**src/sv/bfs_pkg.sv**
```systemverilog
// Shared types and constants for the bit frame serializer.
// No dependencies; imported by every module of the block.
package bfs_pkg;

  localparam int unsigned STR_W = 14;  // longest bit string of one request
  localparam int unsigned CNT_W = 4;   // holds 0..STR_W

  localparam logic [15:0]      PRE_RESET  = 16'd2400;
  localparam logic [15:0]      TAIL_ZEROS = 16'd16;
  localparam logic [2:0]       SYNC_EVERY = 3'd7;   // count at which a sync follows
  // sent LSB first: 1,0 then 0,0,1,0
  localparam logic [5:0]       HEAD_BITS  = 6'b010001;
  // sent LSB first: 0,0,1,0
  localparam logic [3:0]       SYNC_BITS  = 4'b0100;
  localparam logic [CNT_W-1:0] CNT_FIRST  = 4'd14;
  localparam logic [CNT_W-1:0] CNT_SYNC   = 4'd12;
  localparam logic [CNT_W-1:0] CNT_PLAIN  = 4'd8;

  typedef struct packed {
    logic             pre;      // preamble run pending
    logic [15:0]      pre_len;
    logic [STR_W-1:0] sbits;    // short bit string, bit 0 goes first
    logic [CNT_W-1:0] scnt;
    logic             tail;     // sixteen trailing zeros
  } bfs_entry_t;

endpackage

```
**src/sv/bfs_in_if.sv**
```systemverilog
// Input byte channel: valid/ready plus the message byte and its flags.
// No dependencies.
interface bfs_in_if;
  logic       valid;
  logic       ready;
  logic [7:0] data_byte;
  logic       first_byte;
  logic       last_byte;

  modport source (output valid, data_byte, first_byte, last_byte, input ready);
  modport sink   (input valid, data_byte, first_byte, last_byte, output ready);
endinterface

```
**src/sv/bfs_out_if.sv**
```systemverilog
// Output run channel: valid/ready plus one run of the line bit stream.
// No dependencies.
interface bfs_out_if;
  logic        valid;
  logic        ready;
  logic        bit_value;
  logic [15:0] run_length;
  logic        final_of_item;

  modport source (output valid, bit_value, run_length, final_of_item, input ready);
  modport sink   (input valid, bit_value, run_length, final_of_item, output ready);
endinterface

```
**src/sv/bfs_cfg_if.sv**
```systemverilog
// Configuration write channel: valid/ready plus the preamble length.
// No dependencies.
interface bfs_cfg_if;
  logic        valid;
  logic        ready;
  logic [15:0] data;

  modport source (output valid, data, input ready);
  modport sink   (input valid, data, output ready);
endinterface

```
**src/sv/bit_frame_serializer_unit.sv**
```systemverilog
// Channel   Dir  Payload                                   Accept
// in_i      in   data_byte[8], first_byte, last_byte        valid & ready
// out_o     out  bit_value, run_length[16], final_of_item   valid & ready
// cfg_i     in   data[16] (preamble zero count)             valid & ready
//
// One request yields 1..13 runs, emitted one per cycle by the back end while
// the output register is not held; the front end builds each request
// combinationally and runs ahead through a two-entry queue.
// Reset clears the queue, the sync byte count and the output valid flag and
// sets the preamble length to 2400. The input stalls only when the queue is
// full; the back end stalls only while the output register is held.
// Depends on bfs_pkg, bfs_in_if, bfs_out_if, bfs_cfg_if, bfs_front,
// bfs_queue and bfs_back.
module bit_frame_serializer_unit import bfs_pkg::*; (
  input  logic      clk_i,
  input  logic      rst_ni,
  bfs_in_if.sink    in_i,
  bfs_cfg_if.sink   cfg_i,
  bfs_out_if.source out_o
);

  logic       q_push, q_full, q_pop, q_valid;
  bfs_entry_t f_ent, q_ent;

  bfs_front u_front (
    .clk_i  (clk_i),
    .rst_ni (rst_ni),
    .in_i   (in_i),
    .cfg_i  (cfg_i),
    .full_i (q_full),
    .push_o (q_push),
    .ent_o  (f_ent)
  );

  bfs_queue u_queue (
    .clk_i   (clk_i),
    .rst_ni  (rst_ni),
    .push_i  (q_push),
    .ent_i   (f_ent),
    .full_o  (q_full),
    .pop_i   (q_pop),
    .valid_o (q_valid),
    .ent_o   (q_ent)
  );

  bfs_back u_back (
    .clk_i   (clk_i),
    .rst_ni  (rst_ni),
    .valid_i (q_valid),
    .ent_i   (q_ent),
    .pop_o   (q_pop),
    .out_o   (out_o)
  );

  a_pop_has_entry: assert property (@(posedge clk_i) disable iff (!rst_ni)
    q_pop |-> q_valid) else $error("pop from empty queue");

  a_no_push_full: assert property (@(posedge clk_i) disable iff (!rst_ni)
    q_push |-> !q_full) else $error("push into full queue");

  a_one_run_short: assert property (@(posedge clk_i) disable iff (!rst_ni)
    (out_o.valid && out_o.bit_value) |-> (out_o.run_length <= 16'd8))
    else $error("run of ones too long");

  a_final_short: assert property (@(posedge clk_i) disable iff (!rst_ni)
    (out_o.valid && out_o.final_of_item) |->
      (out_o.run_length != 16'd0 && out_o.run_length <= 16'd30))
    else $error("bad final run length");

endmodule

```
**src/sv/bfs_front.sv**
```systemverilog
// Front end: accepts byte requests, tracks the sync spacing and builds
// the bit string of each request. Depends on bfs_pkg, bfs_in_if, bfs_cfg_if.
module bfs_front import bfs_pkg::*; (
  input  logic       clk_i,
  input  logic       rst_ni,
  bfs_in_if.sink     in_i,
  bfs_cfg_if.sink    cfg_i,
  input  logic       full_i,
  output logic       push_o,
  output bfs_entry_t ent_o
);

  logic [15:0] pre_q;
  logic [2:0]  bss_q, bss_d, bss_eff;
  logic        sync_after;

  assign in_i.ready  = !full_i;
  assign cfg_i.ready = 1'b1;
  assign push_o      = in_i.valid && in_i.ready;

  always_comb begin
    bss_eff    = in_i.first_byte ? 3'd0 : bss_q;
    sync_after = (bss_eff == SYNC_EVERY);

    ent_o.pre     = in_i.first_byte && (pre_q != 16'd0);
    ent_o.pre_len = pre_q;
    ent_o.tail    = in_i.last_byte;
    if (in_i.first_byte) begin
      ent_o.sbits = {in_i.data_byte, HEAD_BITS};
      ent_o.scnt  = CNT_FIRST;
    end else if (sync_after) begin
      ent_o.sbits = {2'b00, SYNC_BITS, in_i.data_byte};
      ent_o.scnt  = CNT_SYNC;
    end else begin
      ent_o.sbits = {6'b000000, in_i.data_byte};
      ent_o.scnt  = CNT_PLAIN;
    end

    bss_d = bss_q;
    if (push_o) begin
      if (in_i.last_byte || sync_after) begin
        bss_d = 3'd0;
      end else begin
        bss_d = bss_eff + 3'd1;
      end
    end
  end

  always_ff @(posedge clk_i or negedge rst_ni) begin
    if (!rst_ni) begin
      pre_q <= PRE_RESET;
      bss_q <= 3'd0;
    end else begin
      bss_q <= bss_d;
      if (cfg_i.valid && cfg_i.ready) begin
        pre_q <= cfg_i.data;
      end
    end
  end

endmodule

```
**src/sv/bfs_queue.sv**
```systemverilog
// Two-entry queue of built requests between front and back end.
// Depends on bfs_pkg.
module bfs_queue import bfs_pkg::*; (
  input  logic       clk_i,
  input  logic       rst_ni,
  input  logic       push_i,
  input  bfs_entry_t ent_i,
  output logic       full_o,
  input  logic       pop_i,
  output logic       valid_o,
  output bfs_entry_t ent_o
);

  bfs_entry_t mem_q [2];
  logic       wr_ptr_q, rd_ptr_q;
  logic [1:0] cnt_q;

  assign full_o  = (cnt_q == 2'd2);
  assign valid_o = (cnt_q != 2'd0);
  assign ent_o   = mem_q[rd_ptr_q];

  always_ff @(posedge clk_i) begin
    if (push_i) begin
      mem_q[wr_ptr_q] <= ent_i;
    end
  end

  always_ff @(posedge clk_i or negedge rst_ni) begin
    if (!rst_ni) begin
      wr_ptr_q <= 1'b0;
      rd_ptr_q <= 1'b0;
      cnt_q    <= 2'd0;
    end else begin
      if (push_i) wr_ptr_q <= !wr_ptr_q;
      if (pop_i)  rd_ptr_q <= !rd_ptr_q;
      case ({push_i, pop_i})
        2'b10:   cnt_q <= cnt_q + 2'd1;
        2'b01:   cnt_q <= cnt_q - 2'd1;
        default: cnt_q <= cnt_q;
      endcase
    end
  end

endmodule

```
**src/sv/bfs_back.sv**
```systemverilog
// Back end: walks one request at a time and emits one merged run per cycle,
// unless the output register is held, into an output register. Depends on bfs_pkg, bfs_out_if.
module bfs_back import bfs_pkg::*; (
  input  logic       clk_i,
  input  logic       rst_ni,
  input  logic       valid_i,
  input  bfs_entry_t ent_i,
  output logic       pop_o,
  bfs_out_if.source  out_o
);

  logic             busy_q, pre_q, tail_q;
  logic [15:0]      pre_len_q;
  logic [STR_W-1:0] sbits_q;
  logic [CNT_W-1:0] scnt_q;
  logic             ovalid_q, obit_q, ofinal_q;
  logic [15:0]      olen_q;

  logic             b, stop, take_all, advance, done;
  logic [CNT_W-1:0] n;
  logic             rbit, rfinal;
  logic [15:0]      rlen;

  // length of the leading run of equal bits in the string, then the run to emit: preamble, tail or string run
  always_comb begin
    b    = sbits_q[0];
    n    = CNT_W'(1);
    stop = 1'b0;
    for (int i = 1; i < STR_W; i++) begin
      if (!stop && (CNT_W'(i) < scnt_q) && (sbits_q[i] == b)) begin
        n = n + CNT_W'(1);
      end else begin
        stop = 1'b1;
      end
    end
    take_all = (n == scnt_q);

    if (pre_q) begin
      rbit   = 1'b0;
      rlen   = pre_len_q;
      rfinal = 1'b0;
    end else if (scnt_q == '0) begin
      rbit   = 1'b0;
      rlen   = TAIL_ZEROS;
      rfinal = 1'b1;
    end else begin
      rbit   = b;
      rlen   = 16'(n);
      rfinal = take_all && !(tail_q && b);
      if (take_all && tail_q && !b) begin
        rlen = 16'(n) + TAIL_ZEROS;  // trailing zeros merge into last run
      end
    end
  end

  assign advance = busy_q && (!ovalid_q || out_o.ready);
  assign done    = advance && rfinal;
  assign pop_o   = valid_i && (!busy_q || done);

  assign out_o.valid         = ovalid_q;
  assign out_o.bit_value     = obit_q;
  assign out_o.run_length    = olen_q;
  assign out_o.final_of_item = ofinal_q;

  always_ff @(posedge clk_i or negedge rst_ni) begin
    if (!rst_ni) begin
      busy_q   <= 1'b0;
      pre_q    <= 1'b0;
      ovalid_q <= 1'b0;
    end else begin
      if (pop_o) begin
        busy_q <= 1'b1;
        pre_q  <= ent_i.pre;
      end else begin
        if (done) busy_q <= 1'b0;
        if (advance) pre_q <= 1'b0;
      end
      if (advance) begin
        ovalid_q <= 1'b1;
      end else if (out_o.ready) begin
        ovalid_q <= 1'b0;
      end
    end
  end

  always_ff @(posedge clk_i) begin
    if (pop_o) begin
      pre_len_q <= ent_i.pre_len;
      sbits_q   <= ent_i.sbits;
      scnt_q    <= ent_i.scnt;
      tail_q    <= ent_i.tail;
    end else if (advance && !pre_q && scnt_q != '0) begin
      sbits_q <= sbits_q >> n;
      scnt_q  <= scnt_q - n;
    end
    if (advance) begin
      obit_q   <= rbit;
      olen_q   <= rlen;
      ofinal_q <= rfinal;
    end
  end

endmodule
```
**src/flat_wrapper.sv**
```systemverilog
// flat-port wrapper written by rule: the top's interface ports become plain ports
module bit_frame_serializer_unit_flat import bfs_pkg::*;
  (clk_i, rst_ni, in_i_valid, in_i_data_byte, in_i_first_byte, in_i_last_byte, in_i_ready, cfg_i_valid, cfg_i_data, cfg_i_ready, out_o_valid, out_o_bit_value, out_o_run_length, out_o_final_of_item, out_o_ready);
  bfs_in_if in_i_i ();
  bfs_cfg_if cfg_i_i ();
  bfs_out_if out_o_i ();
  input  logic clk_i;
  input  logic rst_ni;
  input wire logic [$bits(in_i_i.valid)-1:0] in_i_valid;
  input wire logic [$bits(in_i_i.data_byte)-1:0] in_i_data_byte;
  input wire logic [$bits(in_i_i.first_byte)-1:0] in_i_first_byte;
  input wire logic [$bits(in_i_i.last_byte)-1:0] in_i_last_byte;
  output wire logic [$bits(in_i_i.ready)-1:0] in_i_ready;
  input wire logic [$bits(cfg_i_i.valid)-1:0] cfg_i_valid;
  input wire logic [$bits(cfg_i_i.data)-1:0] cfg_i_data;
  output wire logic [$bits(cfg_i_i.ready)-1:0] cfg_i_ready;
  output wire logic [$bits(out_o_i.valid)-1:0] out_o_valid;
  output wire logic [$bits(out_o_i.bit_value)-1:0] out_o_bit_value;
  output wire logic [$bits(out_o_i.run_length)-1:0] out_o_run_length;
  output wire logic [$bits(out_o_i.final_of_item)-1:0] out_o_final_of_item;
  input wire logic [$bits(out_o_i.ready)-1:0] out_o_ready;
  assign in_i_i.valid = in_i_valid;
  assign in_i_i.data_byte = in_i_data_byte;
  assign in_i_i.first_byte = in_i_first_byte;
  assign in_i_i.last_byte = in_i_last_byte;
  assign in_i_ready = in_i_i.ready;
  assign cfg_i_i.valid = cfg_i_valid;
  assign cfg_i_i.data = cfg_i_data;
  assign cfg_i_ready = cfg_i_i.ready;
  assign out_o_valid = out_o_i.valid;
  assign out_o_bit_value = out_o_i.bit_value;
  assign out_o_run_length = out_o_i.run_length;
  assign out_o_final_of_item = out_o_i.final_of_item;
  assign out_o_i.ready = out_o_ready;
  bit_frame_serializer_unit u_core (.clk_i(clk_i), .rst_ni(rst_ni), .in_i(in_i_i), .cfg_i(cfg_i_i), .out_o(out_o_i));
endmodule
```
**config.mk**
```make
export PLATFORM = sky130hd
export DESIGN_NAME = bit_frame_serializer_unit_flat
export DESIGN_NICKNAME = d
export VERILOG_FILES = /design/src/sv/bfs_pkg.sv /design/src/sv/bfs_in_if.sv /design/src/sv/bfs_out_if.sv /design/src/sv/bfs_cfg_if.sv /design/src/sv/bit_frame_serializer_unit.sv /design/src/sv/bfs_front.sv /design/src/sv/bfs_queue.sv /design/src/sv/bfs_back.sv /design/src/flat_wrapper.sv
export SDC_FILE = /design/constraint.sdc
export NUM_CORES = 1
export LEC_CHECK = 0
export BUFFER_PORTS_ARGS = -buffer_cell sky130_fd_sc_hd__buf_2
export CORE_ASPECT_RATIO = 0.6
export CORE_MARGIN = 2
export CORE_UTILIZATION = 38
export CTS_CLUSTER_DIAMETER = 100
export DETAILED_ROUTE_END_ITERATION = 12
export GPL_TIMING_DRIVEN = 0
export HOLD_SLACK_MARGIN = 0.05
export PLACE_DENSITY = 0.67
export SLEW_MARGIN = 0
export SYNTH_ARGS = -nofsm -noshare
export SYNTH_HDL_FRONTEND = slang
export SYNTH_HIERARCHICAL = 1
export SYNTH_SLANG_ARGS = --single-unit
```
**constraint.sdc**
```tcl
create_clock -name clk_i -period 11.2 [get_ports clk_i]
set_input_delay 1.12 -clock clk_i [delete_from_list [all_inputs] [get_ports clk_i]]
set_output_delay 1.12 -clock clk_i [all_outputs]
set_load 0.03 [all_outputs]
```
======== Word-level counts from Yosys, hierarchy flattened ========
Memory sizes are Yosys's and may differ from the RTL's.
Index checks and enable logic that the tools add are counted.
cells by class
  eq/ne operators ......................... 18
  reductions and logical operators ........ 68
  shift-type cells ........................ 1
  multiplexer cells ....................... 47
  $lt $le $gt $ge ......................... 13
  $add $sub $neg .......................... 17
operator list
  cell                                                                 number
  4-bit 2-to-1 mux                                                     13
  4-bit by 1-bit adder with 4-bit output, second input constant        11
  1-bit logical AND                                                    36
  14-bit 2-to-1 mux                                                    2
  4-bit < comparator, first input constant                             6
  1-bit 2-to-1 mux                                                     22
  1-bit logical NOT                                                    19
  18-bit 2-to-1 mux                                                    1
  3-bit by 4-bit < comparator with 1-bit output, first input constant  4
  16-bit 2-to-1 mux                                                    1
  16-bit nonzero test                                                  1
  15-bit 2-to-1 mux                                                    1
  14-bit by 4-bit >> shifter with 14-bit output                        1
  1-bit == test                                                        13
  6-bit 2-to-1 mux                                                     2
  2-bit nonzero test                                                   6
  3-bit 2-to-1 mux                                                     3
  2-bit by 4-bit < comparator with 1-bit output, first input constant  2
  4-bit by 5-bit adder with 6-bit output, second input constant        1
  2-bit == test, second input constant                                 2
  4-bit == test                                                        1
  4-bit logical NOT                                                    1
  1-bit by 4-bit < comparator with 1-bit output, first input constant  1
  2-bit case mux with 2 select lines                                   1
  other kinds (11)                                                     13
storage, ports and cells
  memories kept ........................... 1
  logic and storage cells ................. 180
  output and inout bits ................... 21
  flip-flop bits (word level) ............. 79
  input bits .............................. 31
  RAM bits ................................ 72
memories
  name                  depth  width  read ports  clocked after memory_dff  write ports  line             source
  u_core.u_queue.mem_q  2      36     1           0                         1            bfs_queue.sv:14  bfs_entry_t mem_q [2];

======== Longest topological paths before layout ========
  word-level depth ........................ 58
  mapped depth ............................ 53
  depth with buffers taken out ............ 48

======== By module ========
Netlist, hierarchy kept.
by module, submodules not included
  module     seq. area each (sq um)  cells an instance  times used  area an instance (sq um)
  bfs_back   1666.6                  409                1           4170.2
  bfs_queue  2262.2                  128                1           2934.1
  bfs_front  480.5                   80                 1           1042.2

======== Least setup slack after synthesis ========
No wires, ideal clock.
  path type ............................... reg-to-reg
  start ................................... reg u_core.u_back.scnt_q[3]
  end ..................................... reg u_core.u_queue.cnt_q[1]
  arrival time ............................ 10382 ps
  setup slack ............................. 739 ps
  path buffers ............................ 5
  stages on the path, launching flop included .. 52
  library setup time ...................... 79 ps
  data required time ...................... 11121 ps
  period minus slack after synthesis ...... 10461 ps
  path through ............................ edfxtp_1 > clkbuf_1 > clkbuf_1 > or2_2 > o22a_1 > ha_1 > o21ai_0 > and2b_1 > inv_2 > fa_1 > buf_1 > xor2_1 > ha_1 > inv_1 > a31oi_1 > ha_1 > a21boi_0 > nor2_1 > (+16 left out) > ha_1 > nand2_1 > a31oi_1 > ha_1 > nand2_1 > xnor2_1 > xnor2_1 > buf_2 > clkinv_1 > ha_1 > nand3_1 > a21oi_1 > a31oi_4 > buf_2 > inv_1 > ha_1 > nor2_1 > xor2_1
on the way
  cells in the longest elaborated chain, start to end .. 58
  elaborated cells on any way between the ends .. 98
  classes of those cells .................. 12 x add/sub; 13 x order compare; 3 x eq/ne; 28 x mux; 42 x reduce/logical
RTL lines
  what                                                                                    line                             source
  start, declared                                                                         bfs_back.sv:15                   logic [CNT_W-1:0] scnt_q;
  start signal, assigned                                                                  bfs_back.sv:90                   scnt_q <= ent_i.scnt;
  start signal, assigned                                                                  bfs_back.sv:94                   scnt_q <= scnt_q - n;
  branches (longest 51 deep; another with 1-bit by 4-bit < comparator with 1-bit output)  n/a
  1-bit 2-to-1 mux *                                                                      bfs_back.sv:42                   end else if (scnt_q == '0) begin
  1-bit 2-to-1 mux *                                                                      bfs_back.sv:38                   if (pre_q) begin
  1-bit logical AND *                                                                     bfs_back.sv:57                   assign done = advance && rfinal;
  1-bit logical OR *                                                                      bfs_back.sv:58                   assign pop_o = valid_i && (!busy_q || done);
  1-bit logical AND *                                                                     bfs_back.sv:58
  named net u_core.q_pop                                                                  bit_frame_serializer_unit.sv:22  logic q_push, q_full, q_pop, q_valid;
  2-bit by 1-bit == test with 1-bit output or 2-bit == test (tied branches)               bfs_queue.sv:36                  case ({push_i, pop_i})
  2-bit case mux with 2 select lines or 2-bit nonzero test (tied branches)                n/a
  end signal, assigned                                                                    bfs_queue.sv:37                  2'b10: cnt_q <= cnt_q + 2'd1;
  end signal, assigned                                                                    bfs_queue.sv:38                  2'b01: cnt_q <= cnt_q - 2'd1;
  end signal, assigned                                                                    bfs_queue.sv:39                  default: cnt_q <= cnt_q;
  end, declared                                                                           bfs_queue.sv:16                  logic [1:0] cnt_q;
Mark *: on every way through the listed nets, which the timed path passes.
A chain may end at the register's enable or synchronous reset.

======== Worst setup path after layout ========
  start ................................... reg u_core.u_back.sbits_q[0]
  end ..................................... reg u_core.u_back.sbits_q[0] (enable)
on the way
  cells in the longest elaborated chain, start to end .. 57
  elaborated cells on any way between the ends .. 96
  classes of those cells .................. 12 x add/sub; 14 x eq/ne; 27 x mux; 43 x reduce/logical
RTL lines
  what                                                                             line            source
  start, declared                                                                  bfs_back.sv:14  logic [STR_W-1:0] sbits_q;
  start signal, assigned                                                           bfs_back.sv:89  sbits_q <= ent_i.sbits;
  start signal, assigned                                                           bfs_back.sv:93  sbits_q <= sbits_q >> n;
  branches (longest 50 deep; another with 4-bit by 1-bit adder with 4-bit output)  n/a
  1-bit logical AND *                                                              bfs_back.sv:49  rfinal = take_all && !(tail_q && b);
  1-bit 2-to-1 mux *                                                               bfs_back.sv:42
  1-bit 2-to-1 mux *                                                               bfs_back.sv:38
  1-bit logical AND *                                                              bfs_back.sv:57
  1-bit logical OR *                                                               bfs_back.sv:58
  1-bit logical AND *                                                              bfs_back.sv:58
  2-bit nonzero test (no line) *                                                   n/a
Mark *: on every way between the ends.

==> impl_metrics.ini <==
[status]
status = complete, no violations

[global_routing]
grt_max_degree = 37
grt_usage_pct = 15.59
grt_overflow_total = 0
grt_pass1_wl_um = 27010
grt_pass1_vias = 4719
grt_antenna_before_repair = 0

[yosys]
yosys_warnings = 6
yosysSeqAreaShare_pct = 54.12
synth.top_cell.area_share_pct = 46.08
syn-cell-area_um2 = 8147
synth_top_cell_by_area = edfxtp_1
netlist_top_cells_area = edfxtp_1 46%, mux2_4 7.4%, dfrtp_1 6.8%, mux2_2 3.9%, ha_1 2.8%
synth_edf_count = 125
syn_inst = 617
ys_ff_latch = 151
synth_cell_types = 72
async_reset_ff_share_pct = 17.22
ys.flop_type = edfxtp_1
syn-mean-instance-area_um2 = 13.20

[timing]
fin_ws_ns = 0.5922
skew_ns = 0.008935
period_needed_ns = 10.61
post-route-period-util_pct = 94.71
tightest_slew_ns = 0.9492
hold_viol = 0
setup-violations-final = 0
drv_slew = 0
tns_ns = 0
slew_headroom_pct = 36.23
fmax_mhz = 94.27

[setup_path]
end_kind = register
crit_slowest_cell = fa_2
cp_data_required_time_ns = 11.33
slowest_delay_ns = 0.47
startpoint_type = register
path_max_fanout = 17
rr_worst_depth = 49
cp.arrival_ns = 10.74
path_class = register to register
cpMostUsedCell = ha_1

[routing]
drt_iter0_drc = 427
drt-vias-per-instance = 5.062
firstDrtPassIters = 4
vias = 4971
drc = 0
wire_per_inst_um = 17.20
wl_um = 16890
ant_nets = 0

[die]
die_h_um = 117.4
core_area_um2 = 21030
start_util_pct = 38.73
ioPinCount = 52
fp.dieW_um = 193.0
dieArea_um2 = 22660
row_count = 41

[final_layout]
antenna_cells = 0
fin_cells = 982
nets = 741
fillers = 1895
finish.utilization_pct = 45.02
syn2layout_area_growth_pct = 16.23
drive_gt1_share_pct = 31.29

[clock_tree]
path_clk_slew_ns = 0.06
cts.sinks = 151
clk_path_buf_depth = 2
hold_buffers = 0
numCtsBuffers = 17
cts-htree-levels = 4
insertion_delay_ns = 0.41
cts_tree = built
cts-root-buf = clkbuf_16

[place]
io_buffers = 48
placed_cells = 946
gp_congestion = 0.8902
place_hpwl_um = 12290
place_ws_ns = -1.111

[min_path]
holdPathStages = 2
hold_class = register to register

[job]
maxCapViolCount = 0
-- timing repair --
item / 4_1_cts / 5_1_grt
resized for setup: 9 / 14
pin swaps: 2 / 3
endpoints found under the setup margin: 57 / 60
buffers inserted: 4 / 2
-- cell usage in the layout, fill, tap and decap left out, types with 5 or more instances in the layout --
| cell type | synthesis | final |
|---|---|---|
| clkbuf_16 | 0 | 17 |
| ha_1 | 18 | 18 |
| a21oi_1 | 17 | 16 |
| o21ai_0 | 21 | 20 |
| edfxtp_1 | 125 | 125 |
| mux2_4 | 40 | 40 |
| buf_2 | 7 | 54 |
| nand2_1 | 28 | 28 |
| xnor2_1 | 22 | 20 |
| o31ai_1 | 8 | 7 |
| nor2_1 | 23 | 22 |
| xor2_1 | 18 | 18 |
| nor2b_1 | 12 | 12 |
| and2_1 | 22 | 20 |
| dfrtp_1 | 22 | 22 |
| mux2i_1 | 20 | 19 |
| nand4_1 | 5 | 5 |
| nor3_1 | 13 | 13 |
| buf_4 | 7 | 13 |
| or2_2 | 5 | 5 |
| nand2b_1 | 5 | 5 |
| a21o_1 | 5 | 5 |
| o211ai_1 | 6 | 6 |
| mux2_2 | 28 | 28 |
| inv_1 | 22 | 21 |
| buf_6 | 8 | 10 |
| nand3_1 | 17 | 17 |
| clkbuf_1 | 10 | 8 |
-- sequential cells by signal, summed over array words and instances, names as in the netlist, 2 cells and up --
register	count
u_core/u_back/out_o.run_length	16
u_core/u_back/scnt_q	4
u_core/u_front/bss_q	3
u_core/u_back/pre_len_q	16
u_core/u_front/pre_q	16
u_core/u_queue/mem_q	72
u_core/u_queue/cnt_q	2
u_core/u_back/sbits_q	14
-- kinds of logic after synthesis --
group | Yosys count | share of synthesized area (%)
compound gates | 93 | 7.741
xor+xnor | 45 | 5.529
fa+ha+maj | 20 | 3.256
buf+inv | 61 | 4.776
flops | 151 | 54.12
mux | 88 | 13.70
other cells | 2 | 0.09219
simple gates | 157 | 10.78
-- layout make-up --
| class | instances | area (um^2) | share of cell area, % |
|---|---|---|---|
| plain buffers | 35 | 306.5 | 3.237 |
| clock buffers | 18 | 429.2 | 4.532 |
| clock inverters | 14 | 132.6 | 1.401 |
| inverters | 24 | 100.1 | 1.057 |
| multi-input cells | 406 | 3430 | 36.22 |
| flip-flops and latches | 151 | 4409 | 46.56 |
| well taps | 279 | 349.1 | 3.687 |
| repair buffers | 55 | 312.8 | 3.303 |
-- stage by stage --
step           instance area, um^2  hold slack (ns)
2_1_floorplan                 8150           0.4403
3_3_place_gp                  8740           0.4552
3_5_place_dp                  8790           0.4724
4_1_cts                       9414           0.4849
5_1_grt                       9469           0.5039
6_report                      9469           0.4824
-- worst max-delay path, delay by kind of cell, from the launching register on --
family          cells  cell delay, ns
mux                 2            0.53
fa+ha+maj          12            3.60
compound gates     12            2.04
buf+inv             8            1.23
flops               1            0.38
xor+xnor            3            0.62
simple gates       12            1.88
-- routing by layer --
| metal | share of wire (%) | vias up | global-route usage (%) |
|---|---|---|---|
| li1 | - | 2414 | - |
| met1 | 55 | 2395 | 26.68 |
| met2 | 39 | 150 | 19.42 |
| met3 | 5.3 | 12 | 2.873 |
| met5 | 0 | - | 0 |
| met4 | 0.65 | 0 | 3.835 |
-- synth_stat cells, drive strengths merged, types with 2 or more instances --
| library cell | number |
|---|---|
| nand4b | 2 |
| and3 | 3 |
| and2 | 22 |
| nand2b | 6 |
| nor2 | 24 |
| buf | 27 |
| nor3b | 3 |
| xor2 | 21 |
| o21ai | 23 |
| nand4 | 5 |
| fa | 2 |
| mux2i | 20 |
| dfstp | 4 |
| nand3 | 17 |
| o31ai | 8 |
| o221ai | 2 |
| o21a | 4 |
| inv | 23 |
| nor2b | 13 |
| nand2 | 28 |
| xnor2 | 23 |
| or4 | 4 |
| a31oi | 7 |
| clkbuf | 10 |
| a21o | 5 |
| mux2 | 68 |
| or2 | 6 |
| o22a | 4 |
| edfxtp | 125 |
| nor3 | 16 |
| nor4 | 4 |
| a211oi | 6 |
| a21oi | 17 |
| o211ai | 6 |
| dfrtp | 22 |
| a22o | 2 |
| ha | 18 |
| conb | 2 |
-- final timing paths --
| check | start | endpoint | slack (ns) |
|---|---|---|---|
| worst min-delay path | u_core/u_front/bss_q[0] | u_core/u_front/bss_q[0] | 0.48 |
| worst max register to register | u_core/u_back/sbits_q[0] | u_core/u_back/sbits_q[0] | 0.59 |
| worst min register to register | u_core/u_front/bss_q[0] | u_core/u_front/bss_q[0] | 0.48 |
| max in group asynchronous | rst_ni | u_core/u_queue/rd_ptr_q | 10.02 |
| worst max-delay path | u_core/u_back/sbits_q[0] | u_core/u_back/sbits_q[0] | 0.59 |
| min in group asynchronous | rst_ni | u_core/u_front/pre_q[7] | 0.74 |
Power is not shown: default switching activity piles up to over one toggle a cycle in this logic, so the estimate is an artifact.
